==> config.mk <==
export PLATFORM = sky130hd
export DESIGN_NAME = annex_b_nal_unit_extractor
export DESIGN_NICKNAME = d
export VERILOG_FILES = /design/src/anxb_pkg.sv /design/src/anxb_result_queue.sv /design/src/annex_b_nal_unit_extractor.sv
export SDC_FILE = /design/constraint.sdc
export NUM_CORES = 1
export LEC_CHECK = 0
export BUFFER_PORTS_ARGS = -buffer_cell sky130_fd_sc_hd__buf_2
export CORE_MARGIN = 2
export CORE_UTILIZATION = 40
export CTS_CLUSTER_DIAMETER = 80
export DETAILED_ROUTE_END_ITERATION = 7
export GPL_TIMING_DRIVEN = 0
export PLACE_DENSITY = 0.64
export SYNTH_ARGS = -nofsm -noshare
export SYNTH_HDL_FRONTEND = slang
export SYNTH_SLANG_ARGS = --single-unit
==> constraint.sdc <==
create_clock -name i_clk -period 15.62 [get_ports i_clk]
set_input_delay 0.781 -clock i_clk [delete_from_list [all_inputs] [get_ports i_clk]]
set_output_delay 0.781 -clock i_clk [all_outputs]
set_load 0.02 [all_outputs]
==> src/anxb_pkg.sv <==
// Shared types, codes and header decode for the Annex B NAL unit extractor.
// No dependencies; used by anxb_result_queue and annex_b_nal_unit_extractor.
package anxb_pkg;

    typedef enum logic [1:0] {
        SYN_AUTO = 2'd0,
        SYN_H264 = 2'd1,
        SYN_HEVC = 2'd2,
        SYN_VVC  = 2'd3
    } t_nal_syntax;

    localparam logic KIND_PAYLOAD = 1'b0;
    localparam logic KIND_DESC    = 1'b1;

    localparam int MAX_RESULTS  = 6;
    localparam int RES_IDX_BITS = $clog2(MAX_RESULTS);
    localparam int RES_CNT_BITS = $clog2(MAX_RESULTS + 1);

    localparam logic [5:0] H264_IDR_TYPE = 6'd5;
    localparam logic [5:0] HEVC_KEY_LO   = 6'd32;
    localparam logic [5:0] HEVC_KEY_HI   = 6'd35;
    localparam logic [5:0] VVC_KEY_LO    = 6'd7;
    localparam logic [5:0] VVC_KEY_HI    = 6'd10;
    localparam logic [5:0] VVC_IDR_LO    = 6'd7;
    localparam logic [5:0] VVC_IDR_HI    = 6'd8;

    typedef struct packed {
        logic [5:0] unit_type;
        logic       is_key;
        logic       is_idr;
    } t_hdr_info;

    function automatic t_hdr_info f_hdr_info(t_nal_syntax syn, logic [7:0] h0, logic [7:0] h1);
        t_hdr_info v;
        v = '0;
        unique case (syn)
            SYN_HEVC: begin
                v.unit_type = h0[6:1];
                v.is_key    = (v.unit_type >= HEVC_KEY_LO) && (v.unit_type <= HEVC_KEY_HI);
            end
            SYN_VVC: begin
                v.unit_type = {1'b0, h1[7:3]};
                v.is_key    = (v.unit_type >= VVC_KEY_LO) && (v.unit_type <= VVC_KEY_HI);
                v.is_idr    = (v.unit_type >= VVC_IDR_LO) && (v.unit_type <= VVC_IDR_HI);
            end
            SYN_AUTO, SYN_H264: begin
                v.unit_type = {1'b0, h0[4:0]};
                v.is_key    = (v.unit_type == H264_IDR_TYPE);
                v.is_idr    = v.is_key;
            end
        endcase
        return v;
    endfunction

endpackage

==> src/anxb_result_queue.sv <==
// Result batch buffer and output register for the NAL unit extractor. Uses anxb_pkg.
// Holds all results of one input transfer and drains them one per cycle unless stalled.
module anxb_result_queue
    import anxb_pkg::*;
#(
    parameter int DATA_BITS = 42
) (
    input  logic                                   i_clk,
    input  logic                                   i_rst_n,
    input  logic                                   i_load,
    input  logic [RES_CNT_BITS-1:0]                i_count,
    input  logic [MAX_RESULTS-1:0][DATA_BITS-1:0]  i_data,
    output logic                                   o_can_load,
    output logic                                   o_valid,
    output logic [DATA_BITS-1:0]                   o_data,
    input  logic                                   i_ready
);

    logic [DATA_BITS-1:0]    r_buf [MAX_RESULTS];
    logic [RES_CNT_BITS-1:0] r_cnt;
    logic [RES_IDX_BITS-1:0] r_rd;
    logic [DATA_BITS-1:0]    r_out;
    logic                    r_out_vld;
    logic                    w_move;

    assign w_move     = (r_cnt != '0) && (!r_out_vld || i_ready);
    assign o_can_load = (r_cnt == '0) || ((r_cnt == RES_CNT_BITS'(1)) && w_move);
    assign o_valid    = r_out_vld;
    assign o_data     = r_out;

    always_ff @(posedge i_clk) begin
        if (!i_rst_n) begin
            r_cnt     <= '0;
            r_rd      <= '0;
            r_out_vld <= 1'b0;
        end else begin
            if (i_load) begin
                r_cnt <= i_count;
                r_rd  <= '0;
            end else if (w_move) begin
                r_cnt <= r_cnt - RES_CNT_BITS'(1);
                r_rd  <= r_rd + RES_IDX_BITS'(1);
            end
            if (w_move) begin
                r_out_vld <= 1'b1;
            end else if (i_ready) begin
                r_out_vld <= 1'b0;
            end
        end
    end

    always_ff @(posedge i_clk) begin
        if (i_load) begin
            for (int i = 0; i < MAX_RESULTS; i++) begin
                r_buf[i] <= i_data[i];
            end
        end
        if (w_move) begin
            r_out <= r_buf[r_rd];
        end
    end

`ifndef SYNTH
    a_cnt_range: assert property (@(posedge i_clk) disable iff (!i_rst_n)
        r_cnt <= RES_CNT_BITS'(MAX_RESULTS))
        else $error("result count out of range");
    a_rd_range: assert property (@(posedge i_clk) disable iff (!i_rst_n)
        (r_cnt != '0) |-> (({1'b0, r_rd} + {1'b0, r_cnt}) <= (RES_CNT_BITS + 1)'(MAX_RESULTS)))
        else $error("read index past batch end");
    a_move_fills: assert property (@(posedge i_clk) disable iff (!i_rst_n)
        w_move |=> r_out_vld)
        else $error("moved result not presented");
    a_empty_holds: assert property (@(posedge i_clk) disable iff (!i_rst_n)
        (r_cnt == '0) && !i_load |=> (r_cnt == '0))
        else $error("results appeared without a load");
`endif

endmodule

==> src/annex_b_nal_unit_extractor.sv <==
// Top level of the Annex B NAL unit extractor: start code search, header strip, descriptors.
// Depends on anxb_pkg and anxb_result_queue.
//
// channel   dir  signals                           contents
// s_axis    in   tdata[7:0], tlast                 stream byte; tlast = end of buffer
// m_axis    out  tdata, tuser, tlast               payload byte or descriptor; tlast = last of run
// cfg       in   i_cfg_we, i_cfg_wdata[1:0]         header syntax register
//
// One stream byte is processed per cycle unless output stalls; each transfer yields 0 to 5
// results. Results leave one per cycle while m_axis_tready is high, so the rate is one byte
// per cycle while each byte gives at most one result; a byte with more results holds the input
// until its last result moves out. Each result passes the batch buffer and the output register.
// Reset is synchronous; no clearing pass. Output stalls back up through the batch buffer.
module annex_b_nal_unit_extractor
    import anxb_pkg::*;
#(
    parameter int SIZE_COUNT_BITS = 24
) (
    input  logic                   i_clk,
    input  logic                   i_rst_n,
    input  logic                   s_axis_tvalid,
    output logic                   s_axis_tready,
    input  logic [7:0]             s_axis_tdata,   // in_byte
    input  logic                   s_axis_tlast,   // end_of_buffer
    output logic                   m_axis_tvalid,
    input  logic                   m_axis_tready,
    output logic [((SIZE_COUNT_BITS + 23) / 8) * 8 - 1:0] m_axis_tdata,
                                                   // payload_byte, unit_type, is_key,
                                                   // is_idr, payload_size, zero pad
    output logic                   m_axis_tuser,   // result_kind
    output logic                   m_axis_tlast,   // last_of_run
    input  logic                   i_cfg_we,
    input  logic [1:0]             i_cfg_wdata
);

    localparam int SB         = SIZE_COUNT_BITS;
    localparam int FIELD_BITS = 16 + SB;
    localparam int TDATA_BITS = ((FIELD_BITS + 7) / 8) * 8;
    localparam logic [SB-1:0] CNT_MAX = '1;

    typedef struct packed {
        logic          result_kind;
        logic [7:0]    payload_byte;
        logic [5:0]    unit_type;
        logic          is_key;
        logic          is_idr;
        logic [SB-1:0] payload_size;
        logic          last_of_run;
    } t_res;

    localparam int RES_BITS = $bits(t_res);

    function automatic t_res f_desc(t_nal_syntax syn, logic [7:0] h0, logic [7:0] h1,
                                    logic [SB-1:0] cnt);
        t_res      r;
        t_hdr_info h;
        logic [SB-1:0] hl;
        r  = '0;
        hl = ((syn == SYN_HEVC) || (syn == SYN_VVC)) ? SB'(2) : SB'(1);
        h  = f_hdr_info(syn, h0, h1);
        r.result_kind = KIND_DESC;
        if (cnt >= hl) begin
            r.unit_type    = h.unit_type;
            r.is_key       = h.is_key;
            r.is_idr       = h.is_idr;
            r.payload_size = (cnt == CNT_MAX) ? CNT_MAX : cnt - hl;
        end
        return r;
    endfunction

    t_nal_syntax   r_nal_syntax;
    logic [7:0]    r_win [4];
    logic [2:0]    r_win_fill;
    logic          r_inside;
    logic [7:0]    r_hdr0;
    logic [7:0]    r_hdr1;
    logic [SB-1:0] r_cnt;

    logic [7:0]    n_win [4];
    logic [2:0]    n_win_fill;
    logic          n_inside;
    logic [7:0]    n_hdr0;
    logic [7:0]    n_hdr1;
    logic [SB-1:0] n_cnt;

    logic [MAX_RESULTS-1:0][RES_BITS-1:0] w_batch;
    logic [RES_CNT_BITS-1:0]              w_count;
    logic                                 w_accept;
    logic [RES_BITS-1:0]                  w_out_bits;
    t_res                                 w_out;

    assign w_accept = s_axis_tvalid && s_axis_tready;

    always_comb begin
        logic [7:0]    v_win [4];
        logic [7:0]    v_old [4];
        logic [7:0]    v_tk [4];
        logic [2:0]    v_fill;
        logic [2:0]    v_tk_n;
        logic [2:0]    v_drop;
        logic          v_inside;
        logic [7:0]    v_hdr0;
        logic [7:0]    v_hdr1;
        logic [SB-1:0] v_cnt;
        logic [SB-1:0] v_hl;
        logic          v_code4;
        logic          v_code3;
        t_res          v_res [MAX_RESULTS];
        t_res          v_pay;
        logic [RES_CNT_BITS-1:0] v_k;

        v_win    = r_win;
        v_fill   = r_win_fill;
        v_inside = r_inside;
        v_hdr0   = r_hdr0;
        v_hdr1   = r_hdr1;
        v_cnt    = r_cnt;
        v_k      = '0;
        v_tk_n   = '0;
        v_drop   = '0;
        v_code4  = 1'b0;
        v_code3  = 1'b0;
        v_pay    = '0;
        v_hl     = ((r_nal_syntax == SYN_HEVC) || (r_nal_syntax == SYN_VVC)) ? SB'(2) : SB'(1);
        for (int i = 0; i < 4; i++) begin
            v_tk[i]  = '0;
            v_old[i] = '0;
        end
        for (int i = 0; i < MAX_RESULTS; i++) begin
            v_res[i] = '0;
        end

        v_win[v_fill[1:0]] = s_axis_tdata;
        v_fill = v_fill + 3'd1;

        if (v_fill == 3'd4) begin
            v_code4 = (v_win[0] == 8'h00) && (v_win[1] == 8'h00) && (v_win[2] == 8'h00)
                      && (v_win[3] == 8'h01);
            v_code3 = !v_code4 && (v_win[0] == 8'h00) && (v_win[1] == 8'h00)
                      && (v_win[2] == 8'h01);
            if (v_code4 || v_code3) begin
                if (v_inside && (v_cnt != '0)) begin
                    v_res[v_k[RES_IDX_BITS-1:0]] = f_desc(r_nal_syntax, v_hdr0, v_hdr1, v_cnt);
                    v_k = v_k + RES_CNT_BITS'(1);
                end
                v_cnt    = '0;
                v_hdr0   = '0;
                v_hdr1   = '0;
                v_inside = 1'b1;
                v_drop   = v_code4 ? 3'd4 : 3'd3;
            end else begin
                v_tk[0] = v_win[0];
                v_tk_n  = 3'd1;
                v_drop  = 3'd1;
            end
            v_old = v_win;
            for (int i = 0; i < 4; i++) begin
                if (i + int'(v_drop) < 4) begin
                    v_win[i] = v_old[2'(i + int'(v_drop))];
                end else begin
                    v_win[i] = '0;
                end
            end
            v_fill = v_fill - v_drop;
        end

        if (s_axis_tlast) begin
            for (int i = 0; i < 3; i++) begin
                if (3'(i) < v_fill) begin
                    v_tk[2'(v_tk_n) + 2'(i)] = v_win[i];
                end
            end
            v_tk_n = v_tk_n + v_fill;
        end

        for (int i = 0; i < 4; i++) begin
            if ((3'(i) < v_tk_n) && v_inside) begin
                if (v_cnt == '0) begin
                    v_hdr0 = v_tk[i];
                end else if (v_cnt == SB'(1)) begin
                    v_hdr1 = v_tk[i];
                end
                if (v_cnt >= v_hl) begin
                    v_pay              = '0;
                    v_pay.result_kind  = KIND_PAYLOAD;
                    v_pay.payload_byte = v_tk[i];
                    v_res[v_k[RES_IDX_BITS-1:0]] = v_pay;
                    v_k = v_k + RES_CNT_BITS'(1);
                end
                if (v_cnt != CNT_MAX) begin
                    v_cnt = v_cnt + SB'(1);
                end
            end
        end

        if (s_axis_tlast) begin
            if (v_inside && (v_cnt != '0)) begin
                v_res[v_k[RES_IDX_BITS-1:0]] = f_desc(r_nal_syntax, v_hdr0, v_hdr1, v_cnt);
                v_k = v_k + RES_CNT_BITS'(1);
            end
            v_cnt    = '0;
            v_hdr0   = '0;
            v_hdr1   = '0;
            v_inside = 1'b0;
            v_fill   = '0;
        end

        if (v_k != '0) begin
            v_res[RES_IDX_BITS'(v_k - RES_CNT_BITS'(1))].last_of_run = 1'b1;
        end

        for (int i = 0; i < MAX_RESULTS; i++) begin
            w_batch[i] = v_res[i];
        end
        w_count    = v_k;
        n_win      = v_win;
        n_win_fill = v_fill;
        n_inside   = v_inside;
        n_hdr0     = v_hdr0;
        n_hdr1     = v_hdr1;
        n_cnt      = v_cnt;
    end

    always_ff @(posedge i_clk) begin
        if (!i_rst_n) begin
            r_nal_syntax <= SYN_AUTO;
            r_win_fill   <= '0;
            r_inside     <= 1'b0;
            r_cnt        <= '0;
        end else begin
            if (i_cfg_we) begin
                r_nal_syntax <= t_nal_syntax'(i_cfg_wdata);
            end
            if (w_accept) begin
                r_win_fill <= n_win_fill;
                r_inside   <= n_inside;
                r_cnt      <= n_cnt;
            end
        end
    end

    always_ff @(posedge i_clk) begin
        if (w_accept) begin
            r_win  <= n_win;
            r_hdr0 <= n_hdr0;
            r_hdr1 <= n_hdr1;
        end
    end

    anxb_result_queue #(
        .DATA_BITS (RES_BITS)
    ) u_queue (
        .i_clk      (i_clk),
        .i_rst_n    (i_rst_n),
        .i_load     (w_accept),
        .i_count    (w_count),
        .i_data     (w_batch),
        .o_can_load (s_axis_tready),
        .o_valid    (m_axis_tvalid),
        .o_data     (w_out_bits),
        .i_ready    (m_axis_tready)
    );

    assign w_out        = t_res'(w_out_bits);
    assign m_axis_tuser = w_out.result_kind;
    assign m_axis_tlast = w_out.last_of_run;
    assign m_axis_tdata = TDATA_BITS'({w_out.payload_size, w_out.is_idr, w_out.is_key,
                                       w_out.unit_type, w_out.payload_byte});

`ifndef SYNTH
    a_fill_range: assert property (@(posedge i_clk) disable iff (!i_rst_n)
        r_win_fill <= 3'd3)
        else $error("window fill out of range");
    a_outside_empty: assert property (@(posedge i_clk) disable iff (!i_rst_n)
        !r_inside |-> (r_cnt == '0))
        else $error("byte count outside a unit");
    a_flush: assert property (@(posedge i_clk) disable iff (!i_rst_n)
        w_accept && s_axis_tlast |=> (r_win_fill == '0) && !r_inside)
        else $error("end of buffer did not flush");
`endif

endmodule
; ---- Word level (Yosys, flattened, before mapping)
; Memory sizes are Yosys's and may differ from the RTL's. A register that Yosys moved wholly into a read port is not among the register bits.
; Index checks and enable logic that the tools add are counted.
[classes]
n_addsub = 22
magnitude_cmp = 51
eq_ne = 19
mux = 145
n_bitwise = 15
reduce_logical = 54
[ops]
columns = cell, n
row1 = 252-bit two-way mux, 11
row2 = 252-bit bitwise mux, 6
row3 = 42-bit demux with 3-bit select, 6
row4 = 32-bit two-way mux, 11
row5 = 42-bit two-way mux, 8
row6 = 8-bit two-way mux, 42
row7 = 24-bit two-way mux, 13
row8 = 32-bit bitwise mux, 4
row9 = 24-bit greater-or-equal comparator, 5
row10 = "24-bit by 1-bit adder with 24-bit output, second input constant", 4
row11 = "24-bit by 1-bit == test with 1-bit output, second input constant", 4
row12 = 24-bit zero test, 4
row13 = "32-bit by 4-bit less-than comparator with 1-bit output, second input constant", 3
row14 = "24-bit != test, second input constant", 4
row15 = 8-bit binary-select mux with 2-bit select, 4
row16 = 8-bit demux with 2-bit select, 4
row17 = 3-bit two-way mux, 18
row18 = "24-bit == test, second input constant", 2
row19 = 24-bit nonzero test, 2
row20 = 7-bit case mux with 3 select lines, 2
row21 = 1-bit logical AND, 31
row22 = 24-bit by 2-bit greater-or-equal comparator with 1-bit output, 1
row23 = "4-bit greater-or-equal comparator, second input constant", 6
row24 = 8-bit zero test, 3
row25 = 41 further kinds, 108
[totals]
reg_bits = 85
ramBits = 252
out_inout_bits = 44
n_memories = 1
[mem_list]
columns = memory, depth, word_bits, read_ports, rd_ports_with_merged_regs, wr, line
row1 = u_queue.r_buf, 6, 42, 1, 1, 6, anxb_result_queue.sv:19  ; logic [DATA_BITS-1:0] r_buf [MAX_RESULTS];

; ---- Depth between registers and ports, before layout
; Gate-level depths: netlist of run 1.
[logic_depth]
word_depth = 56
ltp_mapped = 58
ltp_nobuf = 46

; ---- Hierarchy
; Synthesis of run 1 repeated with hierarchy kept, for this count alone.
[hier_totals]
cells_unflattened = 2664
hier_area_um2 = 25460.7
[by_module_without_submodules]
columns = module, instances, cells_per_inst, area_each_um2
row1 = annex_b_nal_unit_extractor, 1, 2078, 14151.1
row2 = anxb_result_queue, 1, 586, 11309.6

; ---- Least setup slack after synthesis of run 1
; No wires, ideal clock.
[synth_timing]
path_type = register to register
start = reg r_win_fill[0]
end = mem u_queue.r_buf[1][0] (data pin)
setup_ns = 0.256
arrival_time_ns = 11.812
setup_slack_ns = 3.551
path_stages_with_launch = 53
period_less_slack_ns = 12.069
cell_sequence = dfxtp_1 > inv_1 > ha_1 > clkbuf_1 > buf_2 > mux2_2 > a21o_1 > nand4_1 > clkbuf_1 > clkbuf_1 > clkbuf_1 > clkbuf_1 > nand2_1 > inv_1 > ha_1 > and3_1 > nand2b_1 > o31ai_1 > [... 17 more ...] > a21oi_1 > xnor2_1 > ha_1 > nand2_1 > nor3_1 > o21ai_1 > or3_1 > clkbuf_1 > a2111oi_0 > xnor2_1 > nand3_1 > nor4_4 > a31oi_2 > xnor2_1 > ha_1 > xnor2_1 > xnor2_1 > and4bb_1
[synth_lines]
columns = item, line
row1 = "start, declared", annex_b_nal_unit_extractor.sv:73  ; logic [2:0] r_win_fill;
row2 = "start signal, assigned", annex_b_nal_unit_extractor.sv:235  ; r_win_fill <= n_win_fill;
row3 = "end, declared", anxb_result_queue.sv:19

==> results of run 1 <==
-- cell families after synthesis --
logic type | synth area share (%)
simple gates | 22.1
fa+ha+maj | 2.27
xor+xnor | 3.10
mux | 10.4
buf+inv | 3.69
flops | 42.0
compound gates | 16.5
-- per-stage QoR --
| step | setup TNS, ns | util, % | total power, mW | hold WS [ns] |
|---|---|---|---|---|
| floorplan | 0 | - | 2.31 | 0.505 |
| global placement | -260.79 | 42.4 | 2.61 | 0.520 |
| detailed placement | -280.62 | 42.6 | 2.61 | 0.541 |
| CTS | 0 | 44.8 | 3.58 | 0.499 |
| global route | 0 | 45.0 | 3.73 | 0.523 |
| finish | 0 | 45.0 | 3.57 | 0.515 |
-- metal layers --
metal	up-vias	track usage (%)	wire [um]
met5	-	0	0
met4	0	9.86	3100
met3	191	4.05	7510
met2	1125	43.4	42700
met1	11500	36.3	38400
li1	10600	-	-
-- worst max path at each step --
| stage | start | to | slack (ns) | cells after the start |
|---|---|---|---|---|
| after global routing | r_win_fill[0] | u_queue.r_buf[5][16] | 0.03 | 54 |
| final | r_win_fill[0] | u_queue.r_buf[0][32] | 0.60 | 52 |
| after CTS | r_win_fill[0] | u_queue.r_buf[1][0] | 0.03 | 53 |
| after floorplan | r_win_fill[0] | u_queue.r_buf[1][0] | 3.55 | 52 |
| after detailed placement | r_win_fill[0] | u_queue.r_buf[1][0] | -1.64 | 53 |
| after global placement | r_win_fill[0] | u_queue.r_buf[1][0] | -1.43 | 53 |
-- flip-flops by register name, indices dropped and copies added, names as in the netlist --
register	cells
r_cnt	24
r_hdr0	7
r_hdr1	5
r_inside	1
r_nal_syntax	2
r_win	32
r_win_fill	3
u_queue.o_data	42
u_queue.o_valid	1
u_queue.r_buf	252
u_queue.r_cnt	3
u_queue.r_rd	3
-- layout make-up --
type	count	area share, %
Buffer	187	2.63
Clock buffer	51	3.81
Clock inverter	25	0.799
Inverter	55	0.738
Multi-Input combinational cell	2126	49.3
Sequential cell	375	37.6
Tap cell	855	3.69
Timing Repair Buffer	69	1.46
-- cell usage after synthesis (all sizes together), types with 14 or more instances --
library cell / instances / area (um^2)
nand4: 40 / 265
xor2: 29 / 262
mux2i: 155 / 1550
or4: 28 / 218
a21o: 15 / 113
nand2b: 26 / 163
o311ai: 15 / 139
or2: 25 / 156
inv: 54 / 203
dfxtp: 37 / 741
clkbuf: 142 / 533
nand2: 237 / 897
and3: 37 / 231
ha: 43 / 538
xnor2: 62 / 543
nand3: 108 / 566
o21ai: 123 / 657
buf: 45 / 219
a21oi: 138 / 702
o2111ai: 14 / 135
a31oi: 26 / 169
or3: 20 / 125
o22ai: 33 / 213
edfxtp: 338 / 10100
o31ai: 17 / 128
nor3: 75 / 392
mux2: 17 / 191
mux4: 42 / 946
a211oi: 39 / 298
and2: 53 / 334
o211ai: 58 / 440
nor2: 402 / 1510
nor4: 42 / 312
-- what timing repair did --
| action | 4_1_cts | 5_1_grt |
|---|---|---|
| setup endpoints to repair | 255 | 255 |
| endpoints found under the hold margin | 0 | 0 |
| cloned | 0 | 0 |
| hold buffers | 0 | 0 |
| pin swaps | 0 | 5 |
| buffers inserted | 0 | 7 |
| resized for setup | 20 | 24 |
-- power by group through the flow --
stage	clock, mW	combinational [mW]	sequential [mW]
3_3_place_gp	0	0.907	1.70
2_1_floorplan	0	0.570	1.74
5_1_grt	1.03	1.04	1.66
3_5_place_dp	0	0.960	1.65
6_report	0.978	0.963	1.63
4_1_cts	0.991	0.964	1.63
-- critical path: cells and delay by family (launching register included) --
kind / cells / cell delay [ns]
DFF: 1 / 0.40
adders and majority gates: 5 / 1.28
muxes: 3 / 0.85
and+or+nand+nor: 15 / 3.61
AOI/OAI and AO/OA: 15 / 4.75
buffers and inverters: 14 / 3.81
==> impl_metrics.yaml, run 1 <==
critical_path:
  path_max_fanout: 10
  slowest_delay_ns: 0.64
  timing.rr.end: "u_queue.r_buf[0][32]"
  rrSetupSlack_ns: 0.60
  worstPathRequired_ns: 15.92
  critPathKind: "reg2reg"
  endpoint_kind: "flop"
  slowest_stage: "a21boi_1"
  rr_startpoint: "r_win_fill[0]"
  start_kind: "flop"
  cp.arrival_ns: 15.32
  reg2reg_depth: 52
placement:
  numPortBuffers: 59
  dp_hpwl_um: 69800
  place_congestion: 0.993
  placed_area_um2: 27400
  post-place-cells: 3660
  pre_cts_slack_ns: -1.64
finish:
  drive_gt1_share_pct: 12.0
  nets: 2916
  n_antenna_cell: 0
  fillers: 6191
  layout_common_cells: "nor2_1, edfxtp_1, nand2_1, mux2i_1, clkbuf_1"
  final_common_cell: "nor2_1"
  multiInputGateArea_um2: 14300
  fin_area_um2: 29000
  final_cells: 3743
  area_delta_synth_final_pct: 11.7
  seqCellArea_um2: 10900
clock_network:
  cts_buffers: 41
  insertion_delay_ns: 0.59
  root_buffer: "clkbuf_16"
  htreeDepth: 2
  clockBufferDepth: 3
  cts_tree: "done"
  clock-sinks: 375
  clk_pin_slew_ns: 0.06
pwr:
  p_clk_share_pct: 27.4
  power_density_nw_per_um2: 123
  p_leak_nw: 10.0
  power_frac_comb_pct: 27.0
  sw_frac_of_total_pct: 33.0
  seqPwrFrac_pct: 45.7
  p_sw_mw: 1.18
  p_int_mw: 2.39
  ir_drop_mv: 0.0833
routing:
  ant_nets: 0
  vias: 23400
  initialDrtViolationCount: 2800
  drc: 0
  routed_wl_um: 91700
  routedWlPerCell_um: 24.5
  first_pass_iters: 8
  viasPerCell: 6.26
die:
  die_x_um: 259
  dieArea_um2: 66900
  core-area_um2: 64300
  die_h_um: 259
  num_rows: 93
  boundaryPins: 60
  initial_core_util_pct: 40.3
logic_synthesis:
  syn-num-nets: 2804
  yosys_warnings: 0
  synth_area_um2: 25900
  netlist_instances: 2743
  ys_seq_area_share_pct: 42.0
  yosysUniqueCellTypes: 116
  ys_seq_elements: 375
  ys_async_sr_fraction_pct: 0
  synth_edf_count: 338
  avgSynthCellArea_um2: 9.46
  synth_top_flop_cell: "edfxtp_1"
timing:
  min_period_ns: 15.02
  skew_ns: 0.0334
  fin_ws_ns: 0.602
  hold_violations: 0
  fmax_ghz: 0.0666
  slew_violations: 0
  rsz0062_at_grt: "false"
  tightest_slew_ns: 1.27
  finalSetupViolations: 0
  finalCritPeriodShare_pct: 96.1
  relSlewSlack_pct: 14.7
global_route:
  grt_util_all_layers_pct: 26.8
  grt_first_pass_wirelength_um: 138000
  grt_overflow: 0
  grt_max_degree: 124
  antenna_found_initial: 0
  first_global_vias: 22200
min_path:
  hold_path_class: "in2reg"
  hold_path_depth: 3
  hold_path.startpoint: "i_cfg_wdata[1]"
  min_to: "r_nal_syntax[1]"
outcome:
  status: "finished clean"
job:
  maxCapViolCount: 0
Power figures use the tool's default switching activity.
==> run 2, diff against run 1 <==
Clock period 15.62 ns to 19.44 ns, I/O delays scaled along.
==> impl_metrics.yaml, run 2 (same netlist as run 1, synthesis figures left out) <==
outcome:
  status: "finished clean"
job:
  maxCapViolCount: 0
timing:
  hold_violations: 0
  fmax_ghz: 0.0556
  slew_violations: 0
  fin_setup_tns_ns: 0
  hold_ws_ns: 0.545
  finalCritPeriodShare_pct: 92.5
  relSlewSlack_pct: 13.2
  skew_ns: 0.0312
  min_period_ns: 17.98
  rsz0062_at_grt: "false"
  fin_ws_ns: 1.46
  finalSetupViolations: 0
  tightest_slew_ns: 1.29
die:
  die_h_um: 259
  dieArea_um2: 66900
  boundaryPins: 60
  initial_core_util_pct: 40.3
  num_rows: 93
  core-area_um2: 64300
  die_x_um: 259
placement:
  pre_cts_slack_ns: 2.18
  post-place-cells: 3660
  placed_area_um2: 27400
  numPortBuffers: 59
  dp_hpwl_um: 69800
  place_congestion: 0.993
pwr:
  ir_drop_mv: 0.0667
  power_density_nw_per_um2: 99.8
  p_total_mw: 2.87
  p_leak_nw: 9.93
finish:
  final_cells: 3736
  top_register: "u_queue.r_buf"
  nets: 2909
  finalCoreUtilization_pct: 44.7
  final_common_cell: "nor2_1"
  n_antenna_cell: 0
  drive_gt1_share_pct: 10.5
  fillers: 6208
  layout_common_cells: "nor2_1, edfxtp_1, nand2_1, mux2i_1, clkbuf_1"
  fin_area_um2: 28700
  area_delta_synth_final_pct: 10.8
  largest_reg_flops: 252
routing:
  viasPerCell: 6.26
  vias: 23400
  first_pass_iters: 6
  routedWlPerCell_um: 24.4
  routed_wl_um: 91300
  ant_nets: 0
  drc: 0
  initialDrtViolationCount: 2700
critical_path:
  start_kind: "flop"
  critPathTopFamily: "buffers and inverters"
  cp.arrival_ns: 18.31
  critPathKind: "reg2reg"
  slowest_delay_ns: 0.82
  path_max_fanout: 10
  slowest_stage: "xnor2_1"
  cp-startpoint: "r_win_fill[0]"
  cp_common_cell: "clkbuf_1"
  endpoint_kind: "flop"
  path_buf_inv: 14
  worstPathRequired_ns: 19.77
  rr_startpoint: "r_win_fill[0]"
global_route:
  first_global_vias: 22200
  grt_max_degree: 124
  grt_util_all_layers_pct: 26.8
  grt_first_pass_wirelength_um: 138000
  grt_overflow: 0
  antenna_found_initial: 0
min_path:
  hold_path.startpoint: "u_queue.r_cnt[1]"
  hold_path_class: "reg2reg"
clock_network:
  clockBufferDepth: 3
  cts_buffers: 41
  clk_pin_slew_ns: 0.06
  htreeDepth: 2
  insertion_delay_ns: 0.59
  clock-sinks: 375
  post-cts-setup-buffers: 0
  cts_resized: 0
  root_buffer: "clkbuf_16"
  hold_buffers: 0
  cts_tree: "done"
-- run 2: metal layers --
| metal | global-route usage [%] | wire [um] | vias up |
|---|---|---|---|
| li1 | - | - | 10600 |
| met1 | 36.4 | 38700 | 11500 |
| met2 | 43.3 | 42300 | 1142 |
| met3 | 4.09 | 7140 | 201 |
| met4 | 9.81 | 3190 | 0 |
| met5 | 0 | 0 | - |
-- run 2: where the power goes --
part / switching (mW) / internal [mW]
logic: 0.523 / 0.249
registers: 0.0853 / 1.22
clock network: 0.339 / 0.448
-- run 2: area by class of cell --
type	count	area (um^2)	share of cell area [%]
Clock inverter	25	231	0.805
Inverter	55	214	0.744
Tap cell	855	1070	3.72
Timing Repair Buffer	62	370	1.29
Multi-Input combinational cell	2126	14100	49.1
Sequential cell	375	10900	37.9
Clock buffer	51	1100	3.84
Buffer	187	752	2.62
-- run 2: path summary, 6_finish.rpt --
path	cells after the start	slack (ns)	end
worst max-delay path	53	1.46	u_queue.r_buf[1][0]
worst min register to register	2	0.55	u_queue.r_cnt[1]
worst min-delay path	2	0.55	u_queue.r_cnt[1]
worst max register to register	53	1.46	u_queue.r_buf[1][0]
-- run 2: worst min-delay path: stages (launching register included) --
cell and delay [ns]:
dfxtp_1 0.33, o2111ai_1 0.11, o21ai_0 0.07
